<file path="src/rtl/core/utf8_stream_decoder_macros.svh">
// Assertion macros shared by the UTF-8 stream decoder modules.
`ifndef UTF8_STREAM_DECODER_MACROS_SVH
`define UTF8_STREAM_DECODER_MACROS_SVH

// Condition that must hold at every clock edge outside reset.
`define UTF8_ASSERT_ALWAYS(label, cond, msg) \
  label: assert property (@(posedge clk) disable iff (rst) (cond)) else $error(msg);

// Implication checked in the same cycle, outside reset.
`define UTF8_ASSERT_IMPL(label, ante, cons, msg) \
  label: assert property (@(posedge clk) disable iff (rst) (ante) |-> (cons)) else $error(msg);

`endif

</file>
<file path="src/rtl/core/utf8sd_pkg.sv">
// Types, constants and helper functions for the UTF-8 stream decoder.
`timescale 1ns / 1ps
package utf8sd_pkg;

  localparam int unsigned CpWidth = 21;

  localparam logic [7:0] ContMask = 8'hC0;
  localparam logic [7:0] ContTag  = 8'h80;
  localparam logic [7:0] Lead3    = 8'hE0;
  localparam logic [7:0] Lead4    = 8'hF0;
  localparam logic [7:0] LeadBad  = 8'hF8;

  localparam logic [CpWidth-1:0] Max1Byte  = 21'h00007F;
  localparam logic [CpWidth-1:0] Max2Byte  = 21'h0007FF;
  localparam logic [CpWidth-1:0] Max3Byte  = 21'h00FFFF;
  localparam logic [CpWidth-1:0] MaxPoint  = 21'h10FFFF;
  localparam logic [CpWidth-1:0] SurrLow   = 21'h00D800;
  localparam logic [CpWidth-1:0] SurrHigh  = 21'h00DFFF;
  localparam logic [CpWidth-1:0] ReplReset = 21'h00FFFD;

  localparam logic [2:0] Len2 = 3'd2;
  localparam logic [2:0] Len3 = 3'd3;
  localparam logic [2:0] Len4 = 3'd4;

  // Results caused by one byte: plain errors, then an optional decoded
  // point, then the truncation errors of an end-of-string flush.
  typedef struct packed {
    logic [2:0]         err_count;
    logic [1:0]         trunc_count;
    logic               has_point;
    logic [CpWidth-1:0] point;
    logic [2:0]         point_len;
  } utf8sd_desc_t;

  typedef struct packed {
    logic full;
    logic not_empty;
  } utf8sd_qstat_t;

  function automatic logic seq_ok(input logic [2:0] len, input logic [CpWidth-1:0] v);
    logic ok;
    if (len == Len2) begin
      ok = (v > Max1Byte);
    end else if (len == Len3) begin
      ok = (v > Max2Byte) && !((v >= SurrLow) && (v <= SurrHigh));
    end else begin
      ok = (v > Max3Byte) && (v <= MaxPoint);
    end
    return ok;
  endfunction

endpackage

</file>
<file path="src/rtl/core/utf8_stream_decoder.sv">
// Top level of the streaming UTF-8 decoder.
// The first result of a byte passes through the descriptor queue and the output register.
// Throughput: one byte per cycle while each byte gives at most one result and out_ready is high.
// The output register sends one result per cycle while out_ready is high; bursts of errors fill
// the descriptor queue and then hold off input. Synchronous reset empties the queue, closes any
// open sequence and sets the replacement point to 0xFFFD.
`timescale 1ns / 1ps
module utf8_stream_decoder #(
  parameter int unsigned QUEUE_DEPTH = 4
) (
  input  logic        clk,
  input  logic        rst,
  input  logic        cfg_we,
  input  logic [20:0] cfg_wdata,
  input  logic        in_valid,
  output logic        in_ready,
  input  logic [7:0]  data_byte,
  input  logic        end_of_string,
  output logic        out_valid,
  input  logic        out_ready,
  output logic [20:0] code_point,
  output logic        is_error,
  output logic        truncated,
  output logic [2:0]  bytes_used,
  output logic        last_of_run
);

  logic [utf8sd_pkg::CpWidth-1:0] repl_point;
  logic                           accept;
  logic                           push;
  logic                           pop;
  utf8sd_pkg::utf8sd_desc_t       front_desc;
  utf8sd_pkg::utf8sd_desc_t       head;
  utf8sd_pkg::utf8sd_qstat_t      qstat;

  assign in_ready = !qstat.full;
  assign accept   = in_valid && in_ready;

  always_ff @(posedge clk) begin
    if (rst) begin
      repl_point <= utf8sd_pkg::ReplReset;
    end else if (cfg_we) begin
      repl_point <= cfg_wdata;
    end
  end

  utf8sd_front u_front (
    .clk           (clk),
    .rst           (rst),
    .accept        (accept),
    .data_byte     (data_byte),
    .end_of_string (end_of_string),
    .push          (push),
    .desc          (front_desc)
  );

  utf8sd_queue #(
    .DEPTH (QUEUE_DEPTH)
  ) u_queue (
    .clk       (clk),
    .rst       (rst),
    .push      (push),
    .push_data (front_desc),
    .pop       (pop),
    .head      (head),
    .stat      (qstat)
  );

  utf8sd_back u_back (
    .clk         (clk),
    .rst         (rst),
    .head        (head),
    .stat        (qstat),
    .repl_point  (repl_point),
    .pop         (pop),
    .out_valid   (out_valid),
    .out_ready   (out_ready),
    .code_point  (code_point),
    .is_error    (is_error),
    .truncated   (truncated),
    .bytes_used  (bytes_used),
    .last_of_run (last_of_run)
  );

endmodule

</file>
<file path="src/rtl/core/utf8sd_front.sv">
// Front end: classifies each accepted byte and tracks the open sequence.
`timescale 1ns / 1ps
module utf8sd_front (
  input  logic                     clk,
  input  logic                     rst,
  input  logic                     accept,
  input  logic [7:0]               data_byte,
  input  logic                     end_of_string,
  output logic                     push,
  output utf8sd_pkg::utf8sd_desc_t desc
);

  logic [2:0]                     exp_len;
  logic [2:0]                     exp_len_next;
  logic [2:0]                     held;
  logic [2:0]                     held_next;
  logic [utf8sd_pkg::CpWidth-1:0] partial;
  logic [utf8sd_pkg::CpWidth-1:0] partial_next;
  logic [utf8sd_pkg::CpWidth-1:0] extended;
  logic [2:0]                     held_inc;

  assign extended = {partial[utf8sd_pkg::CpWidth-7:0], data_byte[5:0]};
  assign held_inc = held + 3'd1;

  always_comb begin
    desc         = '0;
    exp_len_next = exp_len;
    held_next    = held;
    partial_next = partial;
    if ((data_byte & utf8sd_pkg::ContMask) == utf8sd_pkg::ContTag) begin
      if (exp_len == 3'd0) begin
        desc.err_count = 3'd1;
      end else begin
        partial_next = extended;
        held_next    = held_inc;
        if (held_inc >= exp_len) begin
          if (utf8sd_pkg::seq_ok(exp_len, extended)) begin
            desc.has_point = 1'b1;
            desc.point     = extended;
            desc.point_len = exp_len;
          end else begin
            desc.err_count = exp_len;
          end
          exp_len_next = 3'd0;
          held_next    = 3'd0;
          partial_next = '0;
        end
      end
    end else begin
      if (exp_len != 3'd0) begin
        desc.err_count = held;
      end
      exp_len_next = 3'd0;
      held_next    = 3'd0;
      partial_next = '0;
      if (data_byte < utf8sd_pkg::ContTag) begin
        desc.has_point = 1'b1;
        desc.point     = {13'd0, data_byte};
        desc.point_len = 3'd1;
      end else if (data_byte < utf8sd_pkg::Lead3) begin
        exp_len_next = utf8sd_pkg::Len2;
        held_next    = 3'd1;
        partial_next = {16'd0, data_byte[4:0]};
      end else if (data_byte < utf8sd_pkg::Lead4) begin
        exp_len_next = utf8sd_pkg::Len3;
        held_next    = 3'd1;
        partial_next = {17'd0, data_byte[3:0]};
      end else if (data_byte < utf8sd_pkg::LeadBad) begin
        exp_len_next = utf8sd_pkg::Len4;
        held_next    = 3'd1;
        partial_next = {18'd0, data_byte[2:0]};
      end else begin
        desc.err_count = desc.err_count + 3'd1;
      end
    end
    if (end_of_string && (exp_len_next != 3'd0)) begin
      desc.trunc_count = held_next[1:0];
      exp_len_next     = 3'd0;
      held_next        = 3'd0;
      partial_next     = '0;
    end
  end

  assign push = accept &&
                ((desc.err_count != 3'd0) || desc.has_point || (desc.trunc_count != 2'd0));

  always_ff @(posedge clk) begin
    if (rst) begin
      exp_len <= 3'd0;
      held    <= 3'd0;
      partial <= '0;
    end else if (accept) begin
      exp_len <= exp_len_next;
      held    <= held_next;
      partial <= partial_next;
    end
  end

endmodule

</file>
<file path="src/rtl/core/utf8sd_queue.sv">
// Short queue of result descriptors between the front and back ends.
`timescale 1ns / 1ps
`include "utf8_stream_decoder_macros.svh"
module utf8sd_queue #(
  parameter int unsigned DEPTH = 4
) (
  input  logic                      clk,
  input  logic                      rst,
  input  logic                      push,
  input  utf8sd_pkg::utf8sd_desc_t  push_data,
  input  logic                      pop,
  output utf8sd_pkg::utf8sd_desc_t  head,
  output utf8sd_pkg::utf8sd_qstat_t stat
);

  localparam int unsigned PtrW = (DEPTH > 1) ? $clog2(DEPTH) : 1;
  localparam int unsigned CntW = $clog2(DEPTH + 1);

  utf8sd_pkg::utf8sd_desc_t entries [DEPTH];
  logic [PtrW-1:0] wr_ptr;
  logic [PtrW-1:0] rd_ptr;
  logic [CntW-1:0] count;

  assign head           = entries[rd_ptr];
  assign stat.full      = (count == CntW'(DEPTH));
  assign stat.not_empty = (count != '0);

  always_ff @(posedge clk) begin
    if (push) begin
      entries[wr_ptr] <= push_data;
    end
  end

  always_ff @(posedge clk) begin
    if (rst) begin
      wr_ptr <= '0;
      rd_ptr <= '0;
      count  <= '0;
    end else begin
      if (push) begin
        wr_ptr <= (wr_ptr == PtrW'(DEPTH - 1)) ? '0 : wr_ptr + 1'b1;
      end
      if (pop) begin
        rd_ptr <= (rd_ptr == PtrW'(DEPTH - 1)) ? '0 : rd_ptr + 1'b1;
      end
      if (push && !pop) begin
        count <= count + 1'b1;
      end else if (pop && !push) begin
        count <= count - 1'b1;
      end
    end
  end

  `UTF8_ASSERT_IMPL(a_no_overflow, push, !stat.full || pop, "queue written while full")
  `UTF8_ASSERT_IMPL(a_no_underflow, pop, stat.not_empty, "queue read while empty")
  `UTF8_ASSERT_ALWAYS(a_count_bound, count <= CntW'(DEPTH), "queue count exceeds depth")

endmodule

</file>
<file path="src/rtl/core/utf8sd_back.sv">
// Back end: expands each descriptor into result transfers through an output register.
`timescale 1ns / 1ps
`include "utf8_stream_decoder_macros.svh"
module utf8sd_back (
  input  logic                           clk,
  input  logic                           rst,
  input  utf8sd_pkg::utf8sd_desc_t       head,
  input  utf8sd_pkg::utf8sd_qstat_t      stat,
  input  logic [utf8sd_pkg::CpWidth-1:0] repl_point,
  output logic                           pop,
  output logic                           out_valid,
  input  logic                           out_ready,
  output logic [utf8sd_pkg::CpWidth-1:0] code_point,
  output logic                           is_error,
  output logic                           truncated,
  output logic [2:0]                     bytes_used,
  output logic                           last_of_run
);

  logic [1:0]                     idx;
  logic [2:0]                     idx_ext;
  logic [2:0]                     total;
  logic                           load;
  logic                           last;
  logic [utf8sd_pkg::CpWidth-1:0] sel_point;
  logic                           sel_error;
  logic                           sel_trunc;
  logic [2:0]                     sel_used;

  assign idx_ext = {1'b0, idx};
  assign total   = head.err_count + {2'b00, head.has_point} + {1'b0, head.trunc_count};
  assign load    = stat.not_empty && (!out_valid || out_ready);
  assign last    = (idx_ext == (total - 3'd1));
  assign pop     = load && last;

  always_comb begin
    sel_point = repl_point;
    sel_error = 1'b1;
    sel_trunc = 1'b0;
    sel_used  = 3'd1;
    if (idx_ext < head.err_count) begin
      sel_trunc = 1'b0;
    end else if (head.has_point && (idx_ext == head.err_count)) begin
      sel_point = head.point;
      sel_error = 1'b0;
      sel_used  = head.point_len;
    end else begin
      sel_trunc = 1'b1;
    end
  end

  always_ff @(posedge clk) begin
    if (rst) begin
      out_valid <= 1'b0;
      idx       <= 2'd0;
    end else if (load) begin
      out_valid <= 1'b1;
      idx       <= last ? 2'd0 : idx + 2'd1;
    end else if (out_ready) begin
      out_valid <= 1'b0;
    end
  end

  always_ff @(posedge clk) begin
    if (load) begin
      code_point  <= sel_point;
      is_error    <= sel_error;
      truncated   <= sel_trunc;
      bytes_used  <= sel_used;
      last_of_run <= last;
    end
  end

  `UTF8_ASSERT_IMPL(a_total_range, stat.not_empty, (total != 3'd0) && (total <= 3'd4), "descriptor result count out of range")
  `UTF8_ASSERT_IMPL(a_trunc_is_error, out_valid, !truncated || is_error, "truncation flag on a non-error result")
  `UTF8_ASSERT_IMPL(a_error_single_byte, out_valid && is_error, bytes_used == 3'd1, "error result consumed more than one byte")

endmodule

</file>
<file path="config.mk">
export PLATFORM = sky130hd
export DESIGN_NAME = utf8_stream_decoder
export DESIGN_NICKNAME = d
export VERILOG_FILES = /design/src/rtl/core/utf8sd_pkg.sv /design/src/rtl/core/utf8_stream_decoder.sv /design/src/rtl/core/utf8sd_front.sv /design/src/rtl/core/utf8sd_queue.sv /design/src/rtl/core/utf8sd_back.sv
export VERILOG_INCLUDE_DIRS = /design/src /design/src/rtl/core
export SDC_FILE = /design/constraint.sdc
export NUM_CORES = 1
export LEC_CHECK = 0
export BUFFER_PORTS_ARGS = -buffer_cell sky130_fd_sc_hd__buf_2
export CAP_MARGIN = 20
export CORE_ASPECT_RATIO = 0.6
export CORE_MARGIN = 2
export CORE_UTILIZATION = 35
export DETAILED_ROUTE_END_ITERATION = 8
export GPL_TIMING_DRIVEN = 0
export HOLD_SLACK_MARGIN = 0.12
export MAX_ROUTING_LAYER = met4
export SLEW_MARGIN = 40
export SYNTH_ARGS = -nofsm -noshare
export SYNTH_HDL_FRONTEND = slang
export SYNTH_SLANG_ARGS = --single-unit
</file>
<file path="constraint.sdc">
create_clock -name clk -period 4 [get_ports clk]
set_input_delay 0.4 -clock clk [delete_from_list [all_inputs] [get_ports clk]]
set_output_delay 0.4 -clock clk [all_outputs]
set_load 0.005 [all_outputs]
</file>
After elaboration in Yosys (flattened, before gate mapping)
Memories as Yosys holds them, arrays and structs flattened. A register that Yosys moved wholly into a read port is not among the register bits.
Cells that the tools add are included.
W data, S select, Z words.
- add/sub/neg operators: 10
- reductions and logical operators: 29
- magnitude comparators: 12
- muxes and demuxes: 59
- eq/ne operators: 9
- bitwise operators: 1
- operators with widths (cell ; count):
    $mux W25 ; 5
    $mux W15 ; 6
    $mux W3 ; 28
    $mux W21 ; 2
    $lt A8 B8 Y1 const B ; 4
    $ge A21 B16 Y1 const B ; 1
    $gt A21 B11 Y1 const B ; 1
    $gt A21 B16 Y1 const B ; 1
    $gt A21 B7 Y1 const B ; 1
    $le A21 B16 Y1 const B ; 1
    $le A21 B21 Y1 const B ; 1
    $mux W2 ; 6
    $reduce_bool A3 Y1 ; 4
    $logic_and A1 B1 Y1 ; 11
    $mux W1 ; 11
    $add A3 B1 Y3 const B ; 3
    $add A2 B1 Y2 const B ; 3
    $eq A2 B2 Y1 const B ; 3
    $eq A2 B3 Y1 ; 2
    $eq A3 B2 Y1 const B ; 2
    $reduce_bool A2 Y1 ; 3
    $sub A3 B1 Y3 const B ; 2
    $logic_not A1 Y1 ; 5
    $mux W4 ; 1
    11 further kinds ; 13
- word-level logic and storage cells: 136
- RAM bits: 120
- input port bits: 35
- output and inout bits: 29
- bits in registers: 79
- memories kept: 1
- memory list (name ; words ; bits a word ; rd ports ; clocked after Yosys merged registers in ; wr ports ; RTL line ; RTL):
    u_queue.entries ; 4 ; 30 ; 1 ; 1 ; 1 ; utf8sd_queue.sv:19 ; utf8sd_pkg::utf8sd_desc_t entries [DEPTH];

Longest topological paths before layout
Gate-level depths: netlist (run 1).
- depth in word-level cells: 21
- mapped depth: 18
- mapped depth without buffers: 16

Modules after synthesis
From an unflattened synthesis (run 1), not the netlist that was laid out.
- cells, all modules: 581
- area, all modules: 8673.3 um^2
- by module, submodules not included (module ; area each (um^2) ; times used ; sequential area each (um^2) ; cells each):
    utf8sd_queue ; 4769.6 ; 1 ; 3783.6 ; 200
    utf8sd_front ; 1640.3 ; 1 ; 420.4 ; 217
    utf8sd_back ; 1462.7 ; 1 ; 870.8 ; 94
    utf8_stream_decoder ; 800.8 ; 1 ; 420.4 ; 70

Worst setup path after synthesis (run 1)
Ideal clock, no wire load.
- path kind: register to register
- from: reg with a tool-made name
- to: reg u_queue.count[2]
- library setup time: 71 ps
- cell stages (with the launch flop): 19
- path buffers: 2
- data required time: 3929 ps
- data arrival time: 4037 ps
- path slack: -108 ps
- clock period less this slack: 4108 ps
- cells stage by stage: dfxtp_1 > buf_2 > buf_2 > mux4_2 > inv_1 > ha_1 > inv_1 > ha_1 > fa_1 > xnor2_1 > xnor2_1 > nor3_2 > nand2_1 > ha_1 > inv_1 > fa_1 > xor2_1 > or3_1 > a21oi_1
- RTL lines (what ; RTL line ; RTL):
    end signal, assigned ; utf8sd_queue.sv:47 ; count <= count + 1'b1;
    end signal, assigned ; utf8sd_queue.sv:49 ; count <= count - 1'b1;
    end, declared ; utf8sd_queue.sv:22 ; logic [CntW-1:0] count;

==> metrics.txt, run 1 <==
status=finished clean; fin nets=around 740; row count=44; Critical Path RT=4420 ps; first-pass GRT wire length=31.3 mm; Primary FF master, synth=edfxtp_1; Die H=125 µm; CP Capture Type=flip-flop; IO Port Bufs=61; r2r endpoint=u_queue.count[2]; clk root buf=clkbuf_16; Final period util=0.949; largest net degree at the start of global routing=31; Hold Vio Cnt, Final=0; die footprint=~0.026 mm²; ANT cells=0; worst vdd ir=~300 µV; Power, Total=around 6.0 mW; Unique masters post-synth=61; PnR worst setup slack=just over 200 ps; DR pass1 iterations=5; Syn Area/Cell=between 10 and 15 µm²; share of post-route cells with drive strength above 1=0.247; H-tree depth=1; # IOs=64; register area=0.00550 mm²; post-layout min period=around 3800 ps; ys async rst share=0; area grow syn2layout=20.1%; sequential fraction of the synthesis area=0.648; initial detailed-routing violation count=492; synth top area cells=edfxtp_1 52%, dfxtp_1 13%, mux4_2 8.0%; CP Max Fanout=10; fillers=between 2000 and 2500; pwr/cell area=around 600 mW/mm²; Slew @ Worst Pin=between 900 and 1000 ps; Yosys top cell by area=edfxtp_1; Worst Hold Class=in -> reg; post-placement cell area=around 0.0092 mm²; Post-Syn Nets=631; Syn Inst Count=between 500 and 600; Final Core Density=0.424; hold path start=cfg_wdata[3]; Multi-input gate area=roughly 0.0028 mm²; Chip Width=205 µm; area share of the largest cell type after synthesis=0.521; yosys warns=0; most common cell after layout, fill and taps aside=edfxtp_1; Setup CP Type=reg -> reg; relative slew slack=0.394; DP Wirelength=between 10 and 15 mm; final setup vio count=0; Hold Crit Depth=2; Arr. time, crit path=around 4200 ps; Placer Congestion=~0.9; R2R depth=17; antenna-violating nets left=0; Clk Latency, worst-skew pair=around 500 ps; pre-CTS setup slack=-854 ps; Initial Util=0.353; CTS buffer count=21; max cap viols=0; startpoint types=flip-flop; Max Clock Skew=around 9.6 ps; commonest non-fill, non-tap cells in the layout=147 x edfxtp_1, 67 x buf_2, 51 x dfxtp_1, 38 x nor2_1, 30 x mux4_2; initial antenna violation count=0; clk sinks=approximately 200; fmax=about 260 MHz; number of vias per cell=approximately 5.2; CTS clk-pin slew, worst paths=around 60 ps; Leak=3.60 nW; DR WL/cell=19.9 µm; cell area after synthesis=roughly 0.0085 mm²; RSZ-0062 raised after global routing=false; CTS tree=built; Core ar.=between 0.02 and 0.025 mm²; all-layer global routing usage=0.167; DRC=0; Reg2Reg Setup Slack=210 ps; via count=5278; Max clock buf depth=3; EDFF count, synth=about 150; max-slew violation count=0; Routed WL=20.4 mm; Seq cells post-synth=between 200 and 250; vias in the first global route=around 5400; grt ovf=0; hold endpoint=repl_point[3]; Final Instance Area=about 0.010 mm²
==> where the power goes <==
group / total [mW] / leakage [nW] / internal (mW) / switching, mW
combinational: 1.41 / 1.51 / 0.624 / 0.785
sequential: 2.66 / 1.75 / 2.56 / 0.0971
clock: 1.94 / 0.335 / 1.16 / 0.781
total: 6.01 / 3.60 / 4.35 / 1.66
==> synthesized netlist by cell type (4+ instances only) <==
cell type / instances
a211o_1: 15
mux4_2: 30
nand2b_1: 4
nor3_1: 12
and2_1: 26
a21o_1: 4
nand2_1: 26
o21ai_0: 6
mux2i_1: 10
o21ai_1: 4
edfxtp_1: 147
dfxtp_1: 54
ha_1: 16
inv_1: 20
a21oi_1: 21
mux2_1: 21
xor2_1: 5
nor2b_1: 19
clkbuf_1: 16
buf_2: 7
a22oi_1: 14
nor2_1: 39
and3_1: 5
==> critical path, stage by stage, from the launching register on <==
cell	delay [ps]
dfxtp_4	380
buf_12	140
mux4_2	520
inv_1	80
ha_1	130
inv_1	40
ha_1	200
fa_1	380
xnor2_1	150
xnor2_1	270
nor3_4	80
nand2_2	150
ha_4	160
inv_1	50
fa_1	370
xor2_1	190
or3_1	310
a21oi_1	140
==> state kept, by name, indices dropped and copies added (netlist names), named ones only <==
signal              flops
u_back.is_error         1
u_front.held            3
u_queue.wr_ptr          2
u_back.out_valid        1
repl_point             21
u_front.partial        15
u_back.idx              2
u_queue.entries       120
u_queue.rd_ptr          2
u_back.bytes_used       3
u_back.truncated        1
u_back.code_point      21
u_back.last_of_run      1
u_queue.count           3
u_front.exp_len         3
==> worst max-delay path by stage <==
| stage | from | endpoint | slack (ps) | depth (start not counted) |
|---|---|---|---|---|
| after floorplan | flip-flop | u_queue.count[2] | 20 | 18 |
| after global placement | flip-flop | u_queue.count[2] | -760 | 18 |
| after detailed placement | flip-flop | u_queue.count[2] | -850 | 18 |
| after CTS | flip-flop | u_queue.count[2] | 10 | 18 |
| after global routing | flip-flop | u_queue.count[2] | 20 | 17 |
| final | flip-flop | u_queue.count[2] | 210 | 17 |
==> cells by family after synthesis <==
group,synth area share
mux,0.121
fa+ha+maj,0.0283
simple gates,0.100
buf+inv,0.0245
xor+xnor,0.00826
flops,0.648
compound gates,0.0701
==> repair_timing <==
item | in CTS | in global routing
buffers inserted | 2 | 11
hold buffers | 13 | 0
gates cloned | 0 | 0
pin swaps | 1 | 3
endpoints found under the setup margin | 23 | 76
endpoints found under the hold margin | 13 | 0
resized for setup | 17 | 10
==> final cells by class <==
| cell class | instances | share of cell area |
|---|---|---|
| sequential | 201 | 0.540 |
| multi-input combinational | 328 | 0.279 |
| clock buffer | 32 | 0.0586 |
| timing repair buffer | 87 | 0.0523 |
| tap | 322 | 0.0396 |
| buffer | 26 | 0.0143 |
| clock inverter | 6 | 0.00860 |
| inverter | 21 | 0.00774 |
==> through the flow <==
step                TNS, ps  hold slack (ps)  cells
floorplan                 0              453    578
global placement     -78270              460    961
detailed placement    -3000              471    961
CTS                       0              123   1014
global route              0              121   1023
finish                    0              140   1023
==> layer usage <==
| metal | GRT usage | up-vias | part of all wire |
|---|---|---|---|
| met3 | 0.0243 | 31 | 0.055 |
| met1 | 0.247 | 2686 | 0.50 |
| met2 | 0.245 | 154 | 0.43 |
| met4 | 0.0317 | 0 | 0.015 |
| met5 | - | - | 0 |
| li1 | - | 2407 | - |
No activity file was read; power rests on OpenSTA's default activity.
==> inputs of run 2 (changes only) <==
--- a/config.mk
+++ b/config.mk
@@ -8,13 +8,17 @@
 export LEC_CHECK = 0
 export BUFFER_PORTS_ARGS = -buffer_cell sky130_fd_sc_hd__buf_2
 export CAP_MARGIN = 20
+export CELL_PAD_IN_SITES_DETAIL_PLACEMENT = 1
+export CELL_PAD_IN_SITES_GLOBAL_PLACEMENT = 2
 export CORE_ASPECT_RATIO = 0.6
 export CORE_MARGIN = 2
 export CORE_UTILIZATION = 35
 export DETAILED_ROUTE_END_ITERATION = 8
+export GPL_ROUTABILITY_DRIVEN = 0
 export GPL_TIMING_DRIVEN = 0
 export HOLD_SLACK_MARGIN = 0.12
 export MAX_ROUTING_LAYER = met4
+export PLACE_DENSITY_LB_ADDON = 0.1
 export SLEW_MARGIN = 40
 export SYNTH_ARGS = -nofsm -noshare
 export SYNTH_HDL_FRONTEND = slang
==> metrics.txt, run 2 (synthesis gave the netlist of run 1 again) <==
clk sinks=201 (unchanged); Initial Util=0.353 (unchanged); Chip Width=205 µm (unchanged); DP Wirelength=16.0 mm (was 13.9 mm); CTS tree=built (unchanged); worst vdd ir=261 µV (was 303 µV); all-layer global routing usage=0.184 (was 0.167); most common cell after layout, fill and taps aside=edfxtp_1 (unchanged); Crit path buffers/inverters=5 (was 4); Sw Share=0.285 (was 0.277); share of post-route cells with drive strength above 1=0.270 (was 0.247); max cap viols=0 (unchanged); row count=44 (unchanged); # IOs=64 (unchanged); R2R depth=18 (was 17); initial antenna violation count=0 (unchanged); CTS buffer count=21 (unchanged); slowest stage delay, CP=560 ps (was 520 ps); register area=0.00550 mm² (unchanged); sequential power share=0.443 (was 0.442); commonest non-fill, non-tap cells in the layout=147 x edfxtp_1, 67 x buf_2, 51 x dfxtp_1, 38 x nor2_1, 30 x mux4_2 (unchanged); largest registers=u_queue.entries: 120 flops, repl_point: 21 flops, u_back.code_point: 21 flops (unchanged); CP Cell Sequence=buf_12, mux4_2, inv_2, ha_1, inv_1, ha_2, fa_2, xnor2_2, xnor2_1, nor3_2, buf_4, nand2_4, ha_4, inv_1, fa_2, xor2_2, or3_1, a21oi_1 (was buf_12, mux4_2, inv_1, ha_1, inv_1, ha_1, fa_1, xnor2_1, xnor2_1, nor3_4, nand2_2, ha_4, inv_1, fa_1, xor2_1, or3_1, a21oi_1); startpoint types=flip-flop (unchanged); first-pass GRT wire length=34.0 mm (was 31.3 mm); ANT cells=0 (unchanged); Die H=125 µm (unchanged); number of vias per cell=5.08 (was 5.16); H-tree depth=1 (unchanged); final setup vio count=0 (unchanged); Worst Hold Class=in -> reg (unchanged); CP top delay family=adder cells (unchanged); area grow syn2layout=22.1% (was 20.1%); Gate power share=0.250 (was 0.234); Final period util=0.956 (was 0.949); fmax=262 MHz (was 264 MHz); CP Capture Type=flip-flop (unchanged); die footprint=0.0255 mm² (unchanged); Clk Latency, worst-skew pair=500 ps (about the same); antenna-violating nets left=0 (unchanged); Hold Vio Cnt, Final=0 (unchanged); Power Internal=4.29 mW (was 4.35 mW); largest net degree at the start of global routing=30 (was 31); clock share of power=0.306 (was 0.323); Routed WL=22.4 mm (was 20.4 mm); Max Clock Skew=10.5 ps (was 9.56 ps); Multi-input gate area=0.00286 mm² (was 0.00284 mm²); Critical Path RT=4430 ps (was 4420 ps); DR pass1 iterations=5 (unchanged); status=finished clean (unchanged); CP Max Fanout=7 (was 10); Slew @ Worst Pin=831 ps (was 909 ps); DRC=0 (unchanged); Slowest cell on crit path=mux4_2 (unchanged); initial detailed-routing violation count=223 (was 492); hold_ws=141 ps (was 140 ps); WP depth=18 (was 17); CTS clk-pin slew, worst paths=60 ps (about the same); clk root buf=clkbuf_16 (unchanged); via count=5263 (was 5278); pwr/cell area=579 mW/mm² (was 590 mW/mm²); Sw Pwr=1.71 mW (was 1.66 mW); DR WL/cell=21.6 µm (was 19.9 µm); relative slew slack=0.442 (was 0.394); Setup CP Type=reg -> reg (unchanged); Max clock buf depth=3 (unchanged); fillers=2473 (was 2224); IO Port Bufs=61 (unchanged); grt ovf=0 (unchanged); total negative slack=0 ps (unchanged); Hold Crit Depth=3 (was 2); Arr. time, crit path=4250 ps (was 4210 ps); fin nets=753 (was 739); Leak=3.68 nW (was 3.60 nW); post-layout min period=3820 ps (was 3790 ps); most flop-heavy register=u_queue.entries (unchanged); Final Core Density=0.431 (was 0.424); max-slew violation count=0 (unchanged); max reg flops=120 (unchanged); Power, Total=6.00 mW (was 6.01 mW); vias in the first global route=5530 (was 5358); Core ar.=0.0240 mm² (unchanged)
run 2: cell types whose count changed in the layout (fill, tap and decap cells not counted), sizes merged:
cell | previous run | this run
clkinvlp | 0 | 1
dlygate4sd3 | 13 | 15
buf | 86 | 97
clkbuf | 46 | 45
clkinv | 3 | 6
bufinv | 2 | 0
run 2: through the flow:
step,cell area [µm²],instances,setup WS [ps]
after floorplan,8480,578,18.8
after global placement,9190,961,-765
after detailed placement,9310,965,-836
after CTS,10200,1023,27.5
after global routing,10400,1037,-6.74
final,10400,1037,177
run 2: power groups by stage:
stage                     clock (mW)  sequential [mW]  combinational [mW]
after floorplan                    0             2.69               0.819
after CTS                       1.88             2.66                1.38
after global placement             0             2.69                1.25
final                           1.84             2.66                1.50
after detailed placement           0             2.70                1.31
after global routing            1.96             2.69                1.65
run 2: final timing paths:
kind,startpoint,slack (ps),to
min reg2reg,u_back.out_valid,470,u_back.out_valid
min,cfg_wdata[17],140,repl_point[17]
max reg2reg,flip-flop,180,u_queue.count[2]
max,flip-flop,180,u_queue.count[2]
run 2: worst register-to-register path: stages (launching register included):
cell and delay [ps]:
dfxtp_4 370, buf_12 130, mux4_2 560, inv_2 70, ha_1 130, inv_1 40
ha_2 180, fa_2 370, xnor2_2 140, xnor2_1 190, nor3_2 60, buf_4 150
nand2_4 100, ha_4 170, inv_1 60, fa_2 370, xor2_2 190, or3_1 340
a21oi_1 120
run 2: area by class of cell:
type	instances	share of cell area
Multi-Input combinational cell	328	0.276
Clock buffer	30	0.0570
Sequential cell	201	0.531
Timing Repair Buffer	100	0.0691
Buffer	27	0.0155
Inverter	21	0.00761
Tap cell	322	0.0389
Clock inverter	8	0.00423
run 2: what timing repair did:
action                                  CTS  global route
pin swaps                                 4            11
resized for setup                        17            18
endpoints found under the setup margin  127            47
setup buffers                             5            15
endpoints found under the hold margin    15             0
hold buffers                             15             0
run 2: per-layer routing:
layer	vias to the layer above	track usage	share of wire	routed length, µm
met4	0	0.0406	0.017	378
met3	26	0.0283	0.042	947
met2	101	0.255	0.42	9430
li1	2435	-	-	-
met1	2701	0.282	0.52	11700
met5	-	-	0	0
